==> config.mk <==
export PLATFORM = sky130hd
export DESIGN_NAME = integer_to_roman_serializer_core
export DESIGN_NICKNAME = d
export VERILOG_FILES = /design/src/rtl/i2r_pkg.sv /design/src/rtl/i2r_front.sv /design/src/rtl/i2r_queue.sv /design/src/rtl/i2r_back.sv /design/src/rtl/integer_to_roman_serializer_core.sv
export VERILOG_INCLUDE_DIRS = /design/src /design/src/rtl
export SDC_FILE = /design/constraint.sdc
export NUM_CORES = 1
export LEC_CHECK = 0
export BUFFER_PORTS_ARGS = -buffer_cell sky130_fd_sc_hd__buf_4
export CAP_MARGIN = 15
export CORE_ASPECT_RATIO = 2
export CORE_MARGIN = 4
export CORE_UTILIZATION = 62
export CTS_CLUSTER_DIAMETER = 40
export DETAILED_ROUTE_END_ITERATION = 6
export GPL_ROUTABILITY_DRIVEN = 0
export PLACE_DENSITY = 0.87
export SETUP_SLACK_MARGIN = 0.2
export SLEW_MARGIN = 20
export SYNTH_ARGS = -nofsm -noshare
export SYNTH_HDL_FRONTEND = slang
export SYNTH_SLANG_ARGS = --single-unit
==> constraint.sdc <==
create_clock -name clk -period 8.5 [get_ports clk]
set_input_delay 0.85 -clock clk [delete_from_list [all_inputs] [get_ports clk]]
set_output_delay 0.85 -clock clk [all_outputs]
set_load 0.005 [all_outputs]
==> src/rtl/integer_to_roman_serializer_core_macros.svh <==
// Assertion macros for the Roman numeral serializer.
// Each macro takes a label, the clock, the active-low reset and two expressions.
`ifndef INTEGER_TO_ROMAN_SERIALIZER_CORE_MACROS_SVH
`define INTEGER_TO_ROMAN_SERIALIZER_CORE_MACROS_SVH
`ifndef SYNTHESIS
// Same-cycle implication
`define I2R_ASSERT_IMP(lbl, clk, rst_n, a, b) \
    lbl: assert property (@(posedge clk) disable iff (!rst_n) (a) |-> (b)) \
        else $error("i2r assertion failed");
// Next-cycle implication
`define I2R_ASSERT_NXT(lbl, clk, rst_n, a, b) \
    lbl: assert property (@(posedge clk) disable iff (!rst_n) (a) |=> (b)) \
        else $error("i2r assertion failed");
`else
`define I2R_ASSERT_IMP(lbl, clk, rst_n, a, b)
`define I2R_ASSERT_NXT(lbl, clk, rst_n, a, b)
`endif
`endif

==> src/rtl/i2r_pkg.sv <==
`default_nettype none
package i2r_pkg;

    localparam int VALUE_W  = 12;
    localparam int SYM_W    = 7;
    localparam int MAX_VAL  = 3999;
    localparam int C_THOUSAND = 1000;
    localparam int C_HUNDRED  = 100;
    localparam int C_TEN      = 10;
    localparam int Q_DEPTH  = 4;

    // Pattern slot codes within one decade
    localparam logic [1:0] SLOT_ONE  = 2'd0;
    localparam logic [1:0] SLOT_FIVE = 2'd1;
    localparam logic [1:0] SLOT_TEN  = 2'd2;

    // Decade indexes
    localparam logic [1:0] DEC_ONES  = 2'd0;
    localparam logic [1:0] DEC_TENS  = 2'd1;
    localparam logic [1:0] DEC_HUNDS = 2'd2;
    localparam logic [1:0] DEC_THOUS = 2'd3;

    // Classified item handed from front to back
    typedef struct packed {
        logic            err;
        logic [3:0][3:0] dig;   // dig[3] thousands ... dig[0] ones
    } i2r_item_t;

    // Number of symbols a decimal digit produces
    function automatic logic [2:0] digit_len(input logic [3:0] d);
        logic [2:0] n;
        case (d)
            4'd0:    n = 3'd0;
            4'd1:    n = 3'd1;
            4'd2:    n = 3'd2;
            4'd3:    n = 3'd3;
            4'd4:    n = 3'd2;
            4'd5:    n = 3'd1;
            4'd6:    n = 3'd2;
            4'd7:    n = 3'd3;
            4'd8:    n = 3'd4;
            4'd9:    n = 3'd2;
            default: n = 3'd0;
        endcase
        return n;
    endfunction

    // Slot used at a position of a digit's subtractive pattern
    function automatic logic [1:0] digit_slot(input logic [3:0] d, input logic [1:0] pos);
        logic [1:0] s;
        s = SLOT_ONE;
        case (d)
            4'd4:                begin if (pos == 2'd1) s = SLOT_FIVE; end
            4'd5, 4'd6, 4'd7, 4'd8: begin if (pos == 2'd0) s = SLOT_FIVE; end
            4'd9:                begin if (pos == 2'd1) s = SLOT_TEN; end
            default:             s = SLOT_ONE;
        endcase
        return s;
    endfunction

    // ASCII symbol for a decade and slot
    function automatic logic [SYM_W-1:0] decade_sym(input logic [1:0] dec, input logic [1:0] slot);
        logic [SYM_W-1:0] c;
        case (dec)
            DEC_ONES:  c = (slot == SLOT_ONE) ? 7'h49 : (slot == SLOT_FIVE) ? 7'h56 : 7'h58;
            DEC_TENS:  c = (slot == SLOT_ONE) ? 7'h58 : (slot == SLOT_FIVE) ? 7'h4C : 7'h43;
            DEC_HUNDS: c = (slot == SLOT_ONE) ? 7'h43 : (slot == SLOT_FIVE) ? 7'h44 : 7'h4D;
            DEC_THOUS: c = 7'h4D;
            default:   c = 7'h4D;
        endcase
        return c;
    endfunction

    // Highest decade below lim whose digit emits symbols: {found, index}
    function automatic logic [2:0] find_below(input logic [3:0][3:0] dig, input logic [2:0] lim);
        logic       found;
        logic [1:0] idx;
        found = 1'b0;
        idx   = DEC_ONES;
        for (int i = 3; i >= 0; i--) begin
            if (!found && (i < int'(lim)) && (digit_len(dig[i]) != 3'd0)) begin
                found = 1'b1;
                idx   = 2'(i);
            end
        end
        return {found, idx};
    endfunction

endpackage
`default_nettype wire

==> src/rtl/i2r_front.sv <==
`default_nettype none
module i2r_front (
    input  wire logic                          clk,
    input  wire logic                          rst_n,
    input  wire logic                          in_valid,
    output logic                               in_stall,
    input  wire logic [i2r_pkg::VALUE_W-1:0]   value,
    input  wire logic                          q_full,
    output logic                               q_push,
    output i2r_pkg::i2r_item_t                 q_item
);
    import i2r_pkg::*;

    // Count of multiples of step not above x (x below ten steps)
    function automatic logic [3:0] digit_of(input logic [9:0] x, input logic [9:0] step);
        logic [3:0] cnt;
        cnt = 4'd0;
        for (int k = 1; k <= 9; k++) begin
            if ({4'd0, x} >= 14'(k) * {4'd0, step}) cnt = cnt + 4'd1;
        end
        return cnt;
    endfunction

    logic                v1_reg, v2_reg, v3_reg;
    logic                v1_next, v2_next, v3_next;
    logic [VALUE_W-1:0]  val1_reg;
    logic                err1_reg, err2_reg, err3_reg;
    logic [1:0]          th2_reg, th3_reg;
    logic [9:0]          rem2_reg;
    logic [3:0]          h3_reg;
    logic [6:0]          rem3_reg;
    logic                m1, m2, m3, accept;
    logic [1:0]          th_c;
    logic [9:0]          rem1_c;
    logic [3:0]          h_c, t_c;
    logic [6:0]          rem_h_c;
    logic [6:0]          ones_c;

    // Stage advance chain
    always_comb
    begin
        m3       = v3_reg && !q_full;
        m2       = v2_reg && (!v3_reg || m3);
        m1       = v1_reg && (!v2_reg || m2);
        in_stall = v1_reg && !m1;
        accept   = in_valid && !in_stall;
        v1_next  = accept || (v1_reg && !m1);
        v2_next  = m1 || (v2_reg && !m2);
        v3_next  = m2 || (v3_reg && !m3);
    end

    // Thousands split
    always_comb
    begin
        if (val1_reg >= VALUE_W'(3 * C_THOUSAND))      th_c = 2'd3;
        else if (val1_reg >= VALUE_W'(2 * C_THOUSAND)) th_c = 2'd2;
        else if (val1_reg >= VALUE_W'(C_THOUSAND))     th_c = 2'd1;
        else                                           th_c = 2'd0;
        rem1_c = 10'(val1_reg - VALUE_W'(th_c) * VALUE_W'(C_THOUSAND));
    end

    // Hundreds split
    always_comb
    begin
        h_c     = digit_of(rem2_reg, 10'(C_HUNDRED));
        rem_h_c = 7'(rem2_reg - 10'(h_c) * 10'(C_HUNDRED));
    end

    // Tens and ones on the way into the queue
    always_comb
    begin
        t_c    = digit_of({3'd0, rem3_reg}, 10'(C_TEN));
        ones_c = 7'(rem3_reg - 7'(t_c) * 7'(C_TEN));
        q_push = m3;
        q_item.err    = err3_reg;
        q_item.dig[3] = {2'd0, th3_reg};
        q_item.dig[2] = h3_reg;
        q_item.dig[1] = t_c;
        q_item.dig[0] = ones_c[3:0];
    end

    always_ff @(posedge clk or negedge rst_n)
    begin
        if (!rst_n)
        begin
            v1_reg <= 1'b0;
            v2_reg <= 1'b0;
            v3_reg <= 1'b0;
        end
        else
        begin
            v1_reg <= v1_next;
            v2_reg <= v2_next;
            v3_reg <= v3_next;
        end
    end

    // Payload stages
    always_ff @(posedge clk)
    begin
        if (accept)
        begin
            val1_reg <= value;
            err1_reg <= (value == '0) || (value > VALUE_W'(MAX_VAL));
        end
        if (m1)
        begin
            th2_reg  <= th_c;
            rem2_reg <= rem1_c;
            err2_reg <= err1_reg;
        end
        if (m2)
        begin
            th3_reg  <= th2_reg;
            h3_reg   <= h_c;
            rem3_reg <= rem_h_c;
            err3_reg <= err2_reg;
        end
    end

endmodule
`default_nettype wire

==> src/rtl/i2r_queue.sv <==
`default_nettype none
module i2r_queue #(
    parameter int DEPTH = i2r_pkg::Q_DEPTH
) (
    input  wire logic               clk,
    input  wire logic               rst_n,
    input  wire logic               push,
    input  wire i2r_pkg::i2r_item_t push_item,
    output logic                    full,
    input  wire logic               pop,
    output logic                    head_valid,
    output i2r_pkg::i2r_item_t      head_item
);
    import i2r_pkg::*;

    localparam int PW = (DEPTH > 1) ? $clog2(DEPTH) : 1;
    localparam int CW = $clog2(DEPTH + 1);

    i2r_item_t       mem_reg [DEPTH];
    logic [PW-1:0]   wr_reg, rd_reg, wr_next, rd_next;
    logic [CW-1:0]   cnt_reg, cnt_next;

    // Pointers with explicit wrap
    always_comb
    begin
        full       = (cnt_reg == CW'(DEPTH));
        head_valid = (cnt_reg != '0);
        head_item  = mem_reg[rd_reg];
        wr_next    = wr_reg;
        rd_next    = rd_reg;
        if (push) wr_next = (wr_reg == PW'(DEPTH - 1)) ? '0 : wr_reg + PW'(1);
        if (pop)  rd_next = (rd_reg == PW'(DEPTH - 1)) ? '0 : rd_reg + PW'(1);
        cnt_next = cnt_reg + CW'(push) - CW'(pop);
    end

    always_ff @(posedge clk or negedge rst_n)
    begin
        if (!rst_n)
        begin
            wr_reg  <= '0;
            rd_reg  <= '0;
            cnt_reg <= '0;
        end
        else
        begin
            wr_reg  <= wr_next;
            rd_reg  <= rd_next;
            cnt_reg <= cnt_next;
        end
    end

    always_ff @(posedge clk)
    begin
        if (push) mem_reg[wr_reg] <= push_item;
    end

endmodule
`default_nettype wire

==> src/rtl/i2r_back.sv <==
`default_nettype none
module i2r_back (
    input  wire logic                       clk,
    input  wire logic                       rst_n,
    input  wire logic                       q_valid,
    input  wire i2r_pkg::i2r_item_t         q_item,
    output logic                            q_pop,
    output logic                            out_valid,
    input  wire logic                       out_stall,
    output logic [i2r_pkg::SYM_W-1:0]       symbol,
    output logic                            error,
    output logic                            last
);
    import i2r_pkg::*;

    logic                busy_reg, busy_next;
    logic                err_reg;
    logic [3:0][3:0]     dig_reg;
    logic [1:0]          dec_reg, pos_reg;
    logic                ov_reg, ov_next;
    logic [SYM_W-1:0]    sym_reg;
    logic                oerr_reg, olast_reg;

    logic                cur_err;
    logic [3:0][3:0]     cur_dig;
    logic [1:0]          cur_dec, cur_pos;
    logic [2:0]          top_c, below_c;
    logic [2:0]          len_c;
    logic                emit, more_here, end_c;
    logic [SYM_W-1:0]    sym_c;
    logic [1:0]          nxt_dec, nxt_pos;

    // Current symbol source: held item, or queue head at its first symbol
    always_comb
    begin
        top_c = find_below(q_item.dig, 3'd4);
        if (busy_reg)
        begin
            cur_err = err_reg;
            cur_dig = dig_reg;
            cur_dec = dec_reg;
            cur_pos = pos_reg;
        end
        else
        begin
            cur_err = q_item.err;
            cur_dig = q_item.dig;
            cur_dec = top_c[1:0];
            cur_pos = 2'd0;
        end
    end

    // Symbol lookup and step to the next position
    always_comb
    begin
        len_c     = digit_len(cur_dig[cur_dec]);
        sym_c     = cur_err ? '0 : decade_sym(cur_dec, digit_slot(cur_dig[cur_dec], cur_pos));
        more_here = ({1'b0, cur_pos} + 3'd1) < len_c;
        below_c   = find_below(cur_dig, {1'b0, cur_dec});
        end_c     = cur_err || (!more_here && !below_c[2]);
        nxt_dec   = more_here ? cur_dec : below_c[1:0];
        nxt_pos   = more_here ? cur_pos + 2'd1 : 2'd0;
        emit      = (busy_reg || q_valid) && (!ov_reg || !out_stall);
        q_pop     = emit && !busy_reg;
        busy_next = emit ? !end_c : busy_reg;
        ov_next   = emit || (ov_reg && out_stall);
    end

    always_ff @(posedge clk or negedge rst_n)
    begin
        if (!rst_n)
        begin
            busy_reg <= 1'b0;
            ov_reg   <= 1'b0;
        end
        else
        begin
            busy_reg <= busy_next;
            ov_reg   <= ov_next;
        end
    end

    // Held item and output register
    always_ff @(posedge clk)
    begin
        if (emit)
        begin
            sym_reg   <= sym_c;
            oerr_reg  <= cur_err;
            olast_reg <= end_c;
            err_reg   <= cur_err;
            dig_reg   <= cur_dig;
            dec_reg   <= nxt_dec;
            pos_reg   <= nxt_pos;
        end
    end

    assign out_valid = ov_reg;
    assign symbol    = sym_reg;
    assign error     = oerr_reg;
    assign last      = olast_reg;

endmodule
`default_nettype wire

==> src/rtl/integer_to_roman_serializer_core.sv <==
// Integer to Roman numeral serializer. Each input item is a 12-bit value; a value of
// 1 to 3999 yields its Roman numeral as one ASCII symbol item per cycle while out_stall
// is low, most significant first, with last set on the final symbol. Zero or a value
// above 3999 yields one item with symbol 0, error 1 and last 1. A numeral has 1 to 15
// symbols (MMMDCCCLXXXVIII is the longest), all sent on the single symbol port.
// Digit extraction runs in a three-stage front pipeline that feeds a QDEPTH-entry
// queue ahead of the output register, so the front keeps accepting while the back
// serializes, until the queue and the front stages fill.
`default_nettype none
`include "integer_to_roman_serializer_core_macros.svh"
module integer_to_roman_serializer_core #(
    parameter int QDEPTH = i2r_pkg::Q_DEPTH
) (
    input  wire logic                         clk,
    input  wire logic                         rst_n,
    input  wire logic                         in_valid,
    output logic                              in_stall,
    input  wire logic [i2r_pkg::VALUE_W-1:0]  value,
    output logic                              out_valid,
    input  wire logic                         out_stall,
    output logic [i2r_pkg::SYM_W-1:0]         symbol,
    output logic                              error,
    output logic                              last
);
    import i2r_pkg::*;

    logic       q_full, q_push, q_pop, q_valid;
    i2r_item_t  push_item, head_item;

    i2r_front u_front (
        .clk      (clk),
        .rst_n    (rst_n),
        .in_valid (in_valid),
        .in_stall (in_stall),
        .value    (value),
        .q_full   (q_full),
        .q_push   (q_push),
        .q_item   (push_item)
    );

    i2r_queue #(
        .DEPTH (QDEPTH)
    ) u_queue (
        .clk        (clk),
        .rst_n      (rst_n),
        .push       (q_push),
        .push_item  (push_item),
        .full       (q_full),
        .pop        (q_pop),
        .head_valid (q_valid),
        .head_item  (head_item)
    );

    i2r_back u_back (
        .clk       (clk),
        .rst_n     (rst_n),
        .q_valid   (q_valid),
        .q_item    (head_item),
        .q_pop     (q_pop),
        .out_valid (out_valid),
        .out_stall (out_stall),
        .symbol    (symbol),
        .error     (error),
        .last      (last)
    );

    // Error items are single and carry no symbol
    `I2R_ASSERT_IMP(a_err_single, clk, rst_n, out_valid && error, last && (symbol == '0))
    // Good symbols are never zero
    `I2R_ASSERT_IMP(a_sym_nonzero, clk, rst_n, out_valid && !error, symbol != '0)
    // Queue is never written when full nor read when empty
    `I2R_ASSERT_IMP(a_q_bounds, clk, rst_n, q_push || q_pop, !(q_push && q_full) && !(q_pop && !q_valid))
    // A stalled output holds its symbol
    `I2R_ASSERT_NXT(a_out_hold, clk, rst_n, out_valid && out_stall, out_valid && $stable(symbol))

endmodule
`default_nettype wire

Yosys cells after proc, flatten, opt, wreduce, memory -nomap -nowiden
Memories as Yosys holds them, arrays and structs flattened.
Cells that the tools add are included.
{"block": "word_totals", "regBits": 81, "ram_bits": 60, "romBits": 384, "out_inout_bits": 11, "mem_count": 9}
{"memory": "u_queue.mem_reg", "words": 4, "width": 15, "rd": 1, "rd_ports_with_merged_regs": 0, "write_ports": 1, "line_no": "i2r_queue.sv:19", "rtl": "i2r_item_t mem_reg [DEPTH];"}
{"memory": "(name not given)", "words": 16, "width": 3, "rd": 1, "rd_ports_with_merged_regs": 0, "write_ports": 0, "line_no": "i2r_pkg.sv:32", "rtl": "case (d)"}
{"memory": "(name not given)", "words": 16, "width": 3, "rd": 1, "rd_ports_with_merged_regs": 0, "write_ports": 0, "line_no": "i2r_pkg.sv:32"}
{"memory": "(name not given)", "words": 16, "width": 3, "rd": 1, "rd_ports_with_merged_regs": 0, "write_ports": 0, "line_no": "i2r_pkg.sv:32"}
{"memory": "(name not given)", "words": 16, "width": 3, "rd": 1, "rd_ports_with_merged_regs": 0, "write_ports": 0, "line_no": "i2r_pkg.sv:32"}
{"memory": "(name not given)", "words": 16, "width": 3, "rd": 1, "rd_ports_with_merged_regs": 0, "write_ports": 0, "line_no": "i2r_pkg.sv:32"}
{"memory": "+3 memories"}
{"block": "classes", "n_addsub": 25, "multipliers": 3, "magnitude_cmp": 27, "n_eq_ne": 14, "n_mux": 56, "reduce_logical": 60}
{"cell": "two-way mux 4 bit", "count": 20}
{"cell": "adder 4 x 1 -> 4 bit, second input constant", "count": 14}
{"cell": "greater-or-equal comparator 10 bit, second input constant", "count": 4}
{"cell": "greater-or-equal comparator 10 x 9 -> 1 bit, second input constant", "count": 3}
{"cell": "two-way mux 2 bit", "count": 15}
{"cell": "case mux 7 bit (4 select lines)", "count": 1}
{"cell": "nonzero test 3 bit", "count": 8}
{"cell": "greater-or-equal comparator 7 x 6 -> 1 bit, second input constant", "count": 3}
{"cell": "greater-or-equal comparator 7 bit, second input constant", "count": 3}
{"cell": "two-way mux 7 bit", "count": 3}
{"cell": "logical AND 1 bit", "count": 19}
{"cell": "logical NOT 1 bit", "count": 18}
{"cell": "equality test 4 x 3 -> 1 bit, second input constant", "count": 4}
{"cell": "two-way mux 16 bit", "count": 1}
{"cell": "greater-or-equal comparator 7 x 5 -> 1 bit, second input constant", "count": 2}
{"cell": "two-way mux 1 bit", "count": 14}
{"cell": "greater-or-equal comparator 12 x 10 -> 1 bit, second input constant", "count": 1}
{"cell": "greater-or-equal comparator 12 x 11 -> 1 bit, second input constant", "count": 1}
{"cell": "greater-or-equal comparator 12 bit, second input constant", "count": 1}
{"cell": "greater-than comparator 12 bit, second input constant", "count": 1}
{"cell": "logical NOT 12 bit", "count": 1}
{"cell": "greater-or-equal comparator 10 x 7 -> 1 bit, second input constant", "count": 1}
{"cell": "greater-or-equal comparator 10 x 8 -> 1 bit, second input constant", "count": 1}
{"cell": "logical OR 1 bit", "count": 10}
{"cell": "other kinds (24)", "count": 36}

Depth between registers and ports, before layout
An unclocked memory read counts as a cell.
{"block": "logic_depth", "word_depth": 29, "ltp_mapped": 31}

Hierarchy
A second synthesis with hierarchy kept.
{"block": "hier_totals", "hier_cells": 695, "hier_area_um2": 8764.7}
{"mod": "i2r_front", "n_inst": 1, "cells_per_inst": 364, "area_each_um2": 3639.7, "seq_area_each_um2": 1276.2}
{"mod": "i2r_queue", "n_inst": 1, "cells_per_inst": 125, "area_each_um2": 2909.0, "seq_area_each_um2": 2217.1}
{"mod": "i2r_back", "n_inst": 1, "cells_per_inst": 206, "area_each_um2": 2215.9, "seq_area_each_um2": 890.9}

Worst setup path before layout
Ideal clock, no wire load.
{"block": "synth_path", "path_type": "register -> register", "startpoint": "register u_front.rem2_reg[3]", "endpoint": "register u_front.rem3_reg[6] (data pin)", "setup_ns": 0.260, "arrival_time_ns": 5.812, "t_required_ns": 8.240, "slack_ns": 2.428, "path_stages_with_launch": 31, "path_cell_list": "edfxtp_1 > or3_1 > a2111oi_0 > ha_1 > xnor2_1 > xnor2_1 > a21oi_1 > ha_1 > nand2_1 > nand2_1 > nor2_1 > xor2_1 > o22ai_1 > ha_1 > nor2_1 > a21oi_1 > xnor2_1 > o22ai_1 > inv_1 > ha_1 > inv_1 > nor2_1 > xnor2_1 > xor2_1 > inv_1 > ha_1 > a21o_1 > a21oi_1 > xnor2_1 > xnor2_1 > xnor2_1"}
{"block": "synth_via", "elab_chain_len": 20, "elab_cells_between_ends": 28, "classes_between": "9 x add/sub; 1 x mul; 9 x order compare; 9 x mux"}
{"element": "start, declared", "line_no": "i2r_front.sv:29", "rtl": "logic [9:0] rem2_reg;"}
{"element": "start signal, assigned", "line_no": "i2r_front.sv:109", "rtl": "rem2_reg <= rem1_c;"}
{"element": "greater-or-equal comparator 10 x 7 -> 1 bit", "line_no": "i2r_front.sv:19", "rtl": "if ({4'd0, x} >= 14'(k) * {4'd0, step}) cnt = cnt + 4'd1;"}
{"element": "two-way mux 1 bit", "line_no": "i2r_front.sv:19"}
{"element": "adder 1 x 1 -> 2 bit", "line_no": "i2r_front.sv:19"}
{"element": "two-way mux 4 bit", "line_no": "i2r_front.sv:19"}
{"element": "adder 4 x 1 -> 4 bit", "line_no": "i2r_front.sv:19"}
{"element": "two-way mux 4 bit", "line_no": "i2r_front.sv:19"}
{"element": "adder 4 x 1 -> 4 bit", "line_no": "i2r_front.sv:19"}
{"element": "two-way mux 4 bit", "line_no": "i2r_front.sv:19"}
{"element": "[... 6 more ...]"}
{"element": "adder 4 x 1 -> 4 bit", "line_no": "i2r_front.sv:19"}
{"element": "two-way mux 4 bit", "line_no": "i2r_front.sv:19"}
{"element": "adder 4 x 1 -> 4 bit", "line_no": "i2r_front.sv:19"}
{"element": "two-way mux 4 bit *", "line_no": "i2r_front.sv:19"}
{"element": "net u_front.h_c[2]", "line_no": "i2r_front.sv:35", "rtl": "logic [3:0] h_c, t_c;"}
{"element": "multiplier 4 x 5 -> 5 bit *", "line_no": "i2r_front.sv:66", "rtl": "rem_h_c = 7'(rem2_reg - 10'(h_c) * 10'(C_HUNDRED));"}
{"element": "subtractor 7 bit *", "line_no": "i2r_front.sv:66"}
{"element": "net u_front.rem_h_c[6]", "line_no": "i2r_front.sv:36", "rtl": "logic [6:0] rem_h_c;"}
{"element": "end signal, assigned", "line_no": "i2r_front.sv:116", "rtl": "rem3_reg <= rem_h_c;"}
{"element": "end, declared", "line_no": "i2r_front.sv:31", "rtl": "logic [6:0] rem3_reg;"}
The timed path passes the listed nets; every way through them passes the cells marked *.
A chain may end at the register's enable or synchronous reset.

Worst setup path after layout
{"block": "layout_path", "startpoint": "register u_front.rem2_reg[4]", "endpoint": "register u_front.rem3_reg[6] (data pin)"}
The elaborated chain is that of the path after synthesis.

==> flow_summary.html <==
<table>
<tr><th>Metric</th><th>Value</th></tr>
<tr><th colspan="2">Worst setup path</th></tr>
<tr><td>Crit start category</td><td>register</td></tr>
<tr><td>Critical Path End Type</td><td>register</td></tr>
<tr><td>Worst path bufs/invs</td><td>3</td></tr>
<tr><td>Kind of critical path</td><td>register to register</td></tr>
<tr><td>Category of cells accounting for the largest share of critical-path delay</td><td>XOR/XNOR gates</td></tr>
<tr><td>Critical Path Fanout Max</td><td>9</td></tr>
<tr><td>Instance count on the critical path</td><td>30</td></tr>
<tr><td>Library cell appearing most often on the critical path</td><td>sky130_fd_sc_hd__xnor2_1</td></tr>
<tr><td>Data arrival time of the critical path</td><td>7.45 ns</td></tr>
<tr><td>Slowest cell on the critical path</td><td>sky130_fd_sc_hd__a2111oi_0</td></tr>
<tr><td>Reg2reg path depth</td><td>30</td></tr>
<tr><td>Endpoint required time on the critical path</td><td>8.65 ns</td></tr>
<tr><td>Largest stage delay on the critical path</td><td>0.71 ns</td></tr>
<tr><th colspan="2">Global route</th></tr>
<tr><td>Largest net degree at the start of global routing</td><td>30</td></tr>
<tr><td>Via count of the first global-routing pass</td><td>5805</td></tr>
<tr><td>First-pass GRT wire length</td><td>27800 µm</td></tr>
<tr><td>Number of antenna violations at the first check in global routing</td><td>0</td></tr>
<tr><td>Gr ovfl total</td><td>0</td></tr>
<tr><td>Overall fraction of global-route tracks in use</td><td>24.7%</td></tr>
<tr><th colspan="2">Layout</th></tr>
<tr><td>Most common cell after layout, fill and taps aside</td><td>sky130_fd_sc_hd__edfxtp_1</td></tr>
<tr><td>Max FFs per register</td><td>60</td></tr>
<tr><td>Layout cell share with drive strength beyond 1</td><td>14.3%</td></tr>
<tr><td>Commonest cells after routing, fill and taps aside</td><td>128 x sky130_fd_sc_hd__edfxtp_1, 66 x sky130_fd_sc_hd__nand2_1, 52 x sky130_fd_sc_hd__inv_1</td></tr>
<tr><td>Antenna diode count</td><td>0</td></tr>
<tr><td>Layout net count</td><td>731</td></tr>
<tr><td>Area growth from synthesis to final layout</td><td>11.2%</td></tr>
<tr><th colspan="2">Floorplanning</th></tr>
<tr><td>Cell Rows</td><td>57</td></tr>
<tr><td>Die Width</td><td>87.6 µm</td></tr>
<tr><td>Initial cell density of the core</td><td>64.0%</td></tr>
<tr><td>Area of the core</td><td>12300 µm²</td></tr>
<tr><td>Die extent in y</td><td>167 µm</td></tr>
<tr><td>I/O pin cnt</td><td>27</td></tr>
<tr><td>Die outline area</td><td>14600 µm²</td></tr>
<tr><th colspan="2">Routing</th></tr>
<tr><td>Antenna violation net count after detailed routing</td><td>0</td></tr>
<tr><td>DRC viols</td><td>0</td></tr>
<tr><td>Average vias per placed instance</td><td>6.57</td></tr>
<tr><td>Post-detailed-routing wire length</td><td>17000 µm</td></tr>
<tr><td>Vias</td><td>5449</td></tr>
<tr><td>Post-detailed-route wirelength per cell</td><td>20.5 µm</td></tr>
<tr><td>Iteration-0 DRC Markers</td><td>372</td></tr>
<tr><td>Count of TritonRoute iterations in the first routing pass</td><td>6</td></tr>
<tr><th colspan="2">Logic synthesis</th></tr>
<tr><td>Primary FF master, synth</td><td>sky130_fd_sc_hd__edfxtp_1</td></tr>
<tr><td>Netlist area before placement</td><td>7850 µm²</td></tr>
<tr><td>Number of synthesized flops with an enable pin</td><td>128</td></tr>
<tr><td>Syn_nets</td><td>705</td></tr>
<tr><td>Number of synthesized register bits</td><td>140</td></tr>
<tr><td>Yosys cell types</td><td>71</td></tr>
<tr><td>Synth async-reset ratio</td><td>8.57%</td></tr>
<tr><td>Synthesis Warnings</td><td>0</td></tr>
<tr><td>Synthesized area divided by synthesized cell count</td><td>12.2 µm²</td></tr>
<tr><td>Sequential area share after synthesis</td><td>52.8%</td></tr>
<tr><td>Post-Syn Instances</td><td>644</td></tr>
<tr><th colspan="2">CTS</th></tr>
<tr><td>CTS tree</td><td>yes</td></tr>
<tr><td>Clock Root Buffer</td><td>sky130_fd_sc_hd__clkbuf_16</td></tr>
<tr><td>Total of hold buffers inserted after clock tree synthesis</td><td>0</td></tr>
<tr><td># H-tree levels</td><td>4</td></tr>
<tr><td>Source-to-sink clock delay at the later pin of the worst-skew pair</td><td>0.41 ns</td></tr>
<tr><td>Clock tree sinks</td><td>140</td></tr>
<tr><td>CTS Buf Count</td><td>17</td></tr>
<tr><td>Clock transition at the registers of the reported paths</td><td>0.07 ns</td></tr>
<tr><td>Buffers inserted by post-CTS timing repair</td><td>0</td></tr>
<tr><td>Quantity of gates resized following cts</td><td>0</td></tr>
<tr><td>Number of buffers on the longest clock path</td><td>2</td></tr>
<tr><th colspan="2">Flow run</th></tr>
<tr><td>Max-cap viol count</td><td>0</td></tr>
<tr><th colspan="2">Hold path</th></tr>
<tr><td>Worst Hold Class</td><td>primary input to asynchronous set/reset pin</td></tr>
<tr><th colspan="2">STA</th></tr>
<tr><td>Total of endpoints with negative setup slack in the final report</td><td>0</td></tr>
<tr><td>Final worst clock skew</td><td>0.0103 ns</td></tr>
<tr><td>Share of the clock period used by the worst path</td><td>85.9%</td></tr>
<tr><td>Pin slew with the least headroom to its limit</td><td>1.03 ns</td></tr>
<tr><td>Fin Setup TNS</td><td>0 ns</td></tr>
<tr><td>Final Hold Fails</td><td>0</td></tr>
<tr><td>Highest clock rate</td><td>137 MHz</td></tr>
<tr><td>Max-slew headroom at the worst pin</td><td>30.2%</td></tr>
<tr><td>Number of pins exceeding their max-slew limit in the final report</td><td>0</td></tr>
<tr><td>Setup repair after global routing missed its margin</td><td>false</td></tr>
<tr><td>Post-layout minimum cycle time</td><td>7.30 ns</td></tr>
<tr><th colspan="2">Outcome</th></tr>
<tr><td>Result of the run</td><td>finished clean</td></tr>
<tr><th colspan="2">Placement</th></tr>
<tr><td>Sum of net half-perimeters after detailed placement</td><td>12100 µm</td></tr>
<tr><td>Count of input and output buffers</td><td>25</td></tr>
</table>
[cell usage after synthesis, drive strengths merged (11+ instances only)]
cell	count	share of area [%]
edfxtp	128	49
a21oi	22	1.5
nor2	25	1.2
mux2	11	1.6
a21o	12	1.1
ha	41	6.5
o21ai	26	1.7
nor4	12	0.96
dfrtp	12	3.8
mux4	15	4.3
nor3	11	0.70
nand2	66	3.2
inv	52	2.5
xor2	15	1.7
and2	12	0.96
mux2i	12	1.5
clkbuf	13	0.62
xnor2	37	4.1
[per-layer routing]
layer	wire length [µm]	up-vias	track usage [%]
met4	975	0	13.8
met3	724	94	4.52
li1	-	2458	-
met1	5420	2617	23.1
met2	9870	280	47.3
met5	0	-	0
[area by class of cell]
type	count	area (µm²)
repair buffers	26	195
multi-input cells	433	3430
clock inverters	13	134
flip-flops and latches	140	4150
inverters	52	195
well taps	147	184
fillers	779	3540
clock buffers	19	443
[worst paths after layout]
kind	start	endpoint	slack, ns
min in group clk	u_front.th2_reg[0]$_DFFE_PP_	u_front.th3_reg[0]$_DFFE_PP_	0.41
setup reg to reg	u_front.rem2_reg[4]$_DFFE_PP_	u_front.rem3_reg[6]$_DFFE_PP_	1.20
max in group asynchronous	rst_n	u_queue.rd_reg[0]$_DFFE_PN0P_	8.07
hold reg to reg	u_front.th2_reg[0]$_DFFE_PP_	u_front.th3_reg[0]$_DFFE_PP_	0.41
hold / removal	rst_n	u_queue.rd_reg[0]$_DFFE_PN0P_	0.26
setup / recovery	u_front.rem2_reg[4]$_DFFE_PP_	u_front.rem3_reg[6]$_DFFE_PP_	1.20
[cell families after synthesis]
logic type | after synthesis | synth area share, %
flip-flops | 140 | 52.8
adder cells (fa/ha/maj) | 45 | 7.56
AO/OA/AOI/OAI | 125 | 11.5
other | 1 | 0.0478
XOR/XNOR | 55 | 6.70
buffers and inverters | 71 | 3.57
multiplexers | 38 | 7.41
AND/OR/NAND/NOR | 169 | 10.4
[stage by stage]
step / hold WS (ns) / setup WS (ns) / utilization, % / cell area (µm²) / std cells
after floorplan: 0.400 / 2.43 / - / 7850 / 644
after CTS: 0.262 / 1.38 / 71.1 / 8730 / 830
final: 0.264 / 1.20 / 71.1 / 8730 / 830
after global placement: 0.401 / 1.92 / 66.4 / 8150 / 798
after detailed placement: 0.405 / 1.48 / 66.4 / 8150 / 798
after global routing: 0.259 / 0.727 / 71.1 / 8730 / 830
Power is not shown: default switching activity piles up to over one toggle a cycle in this logic, so the estimate is an artifact.
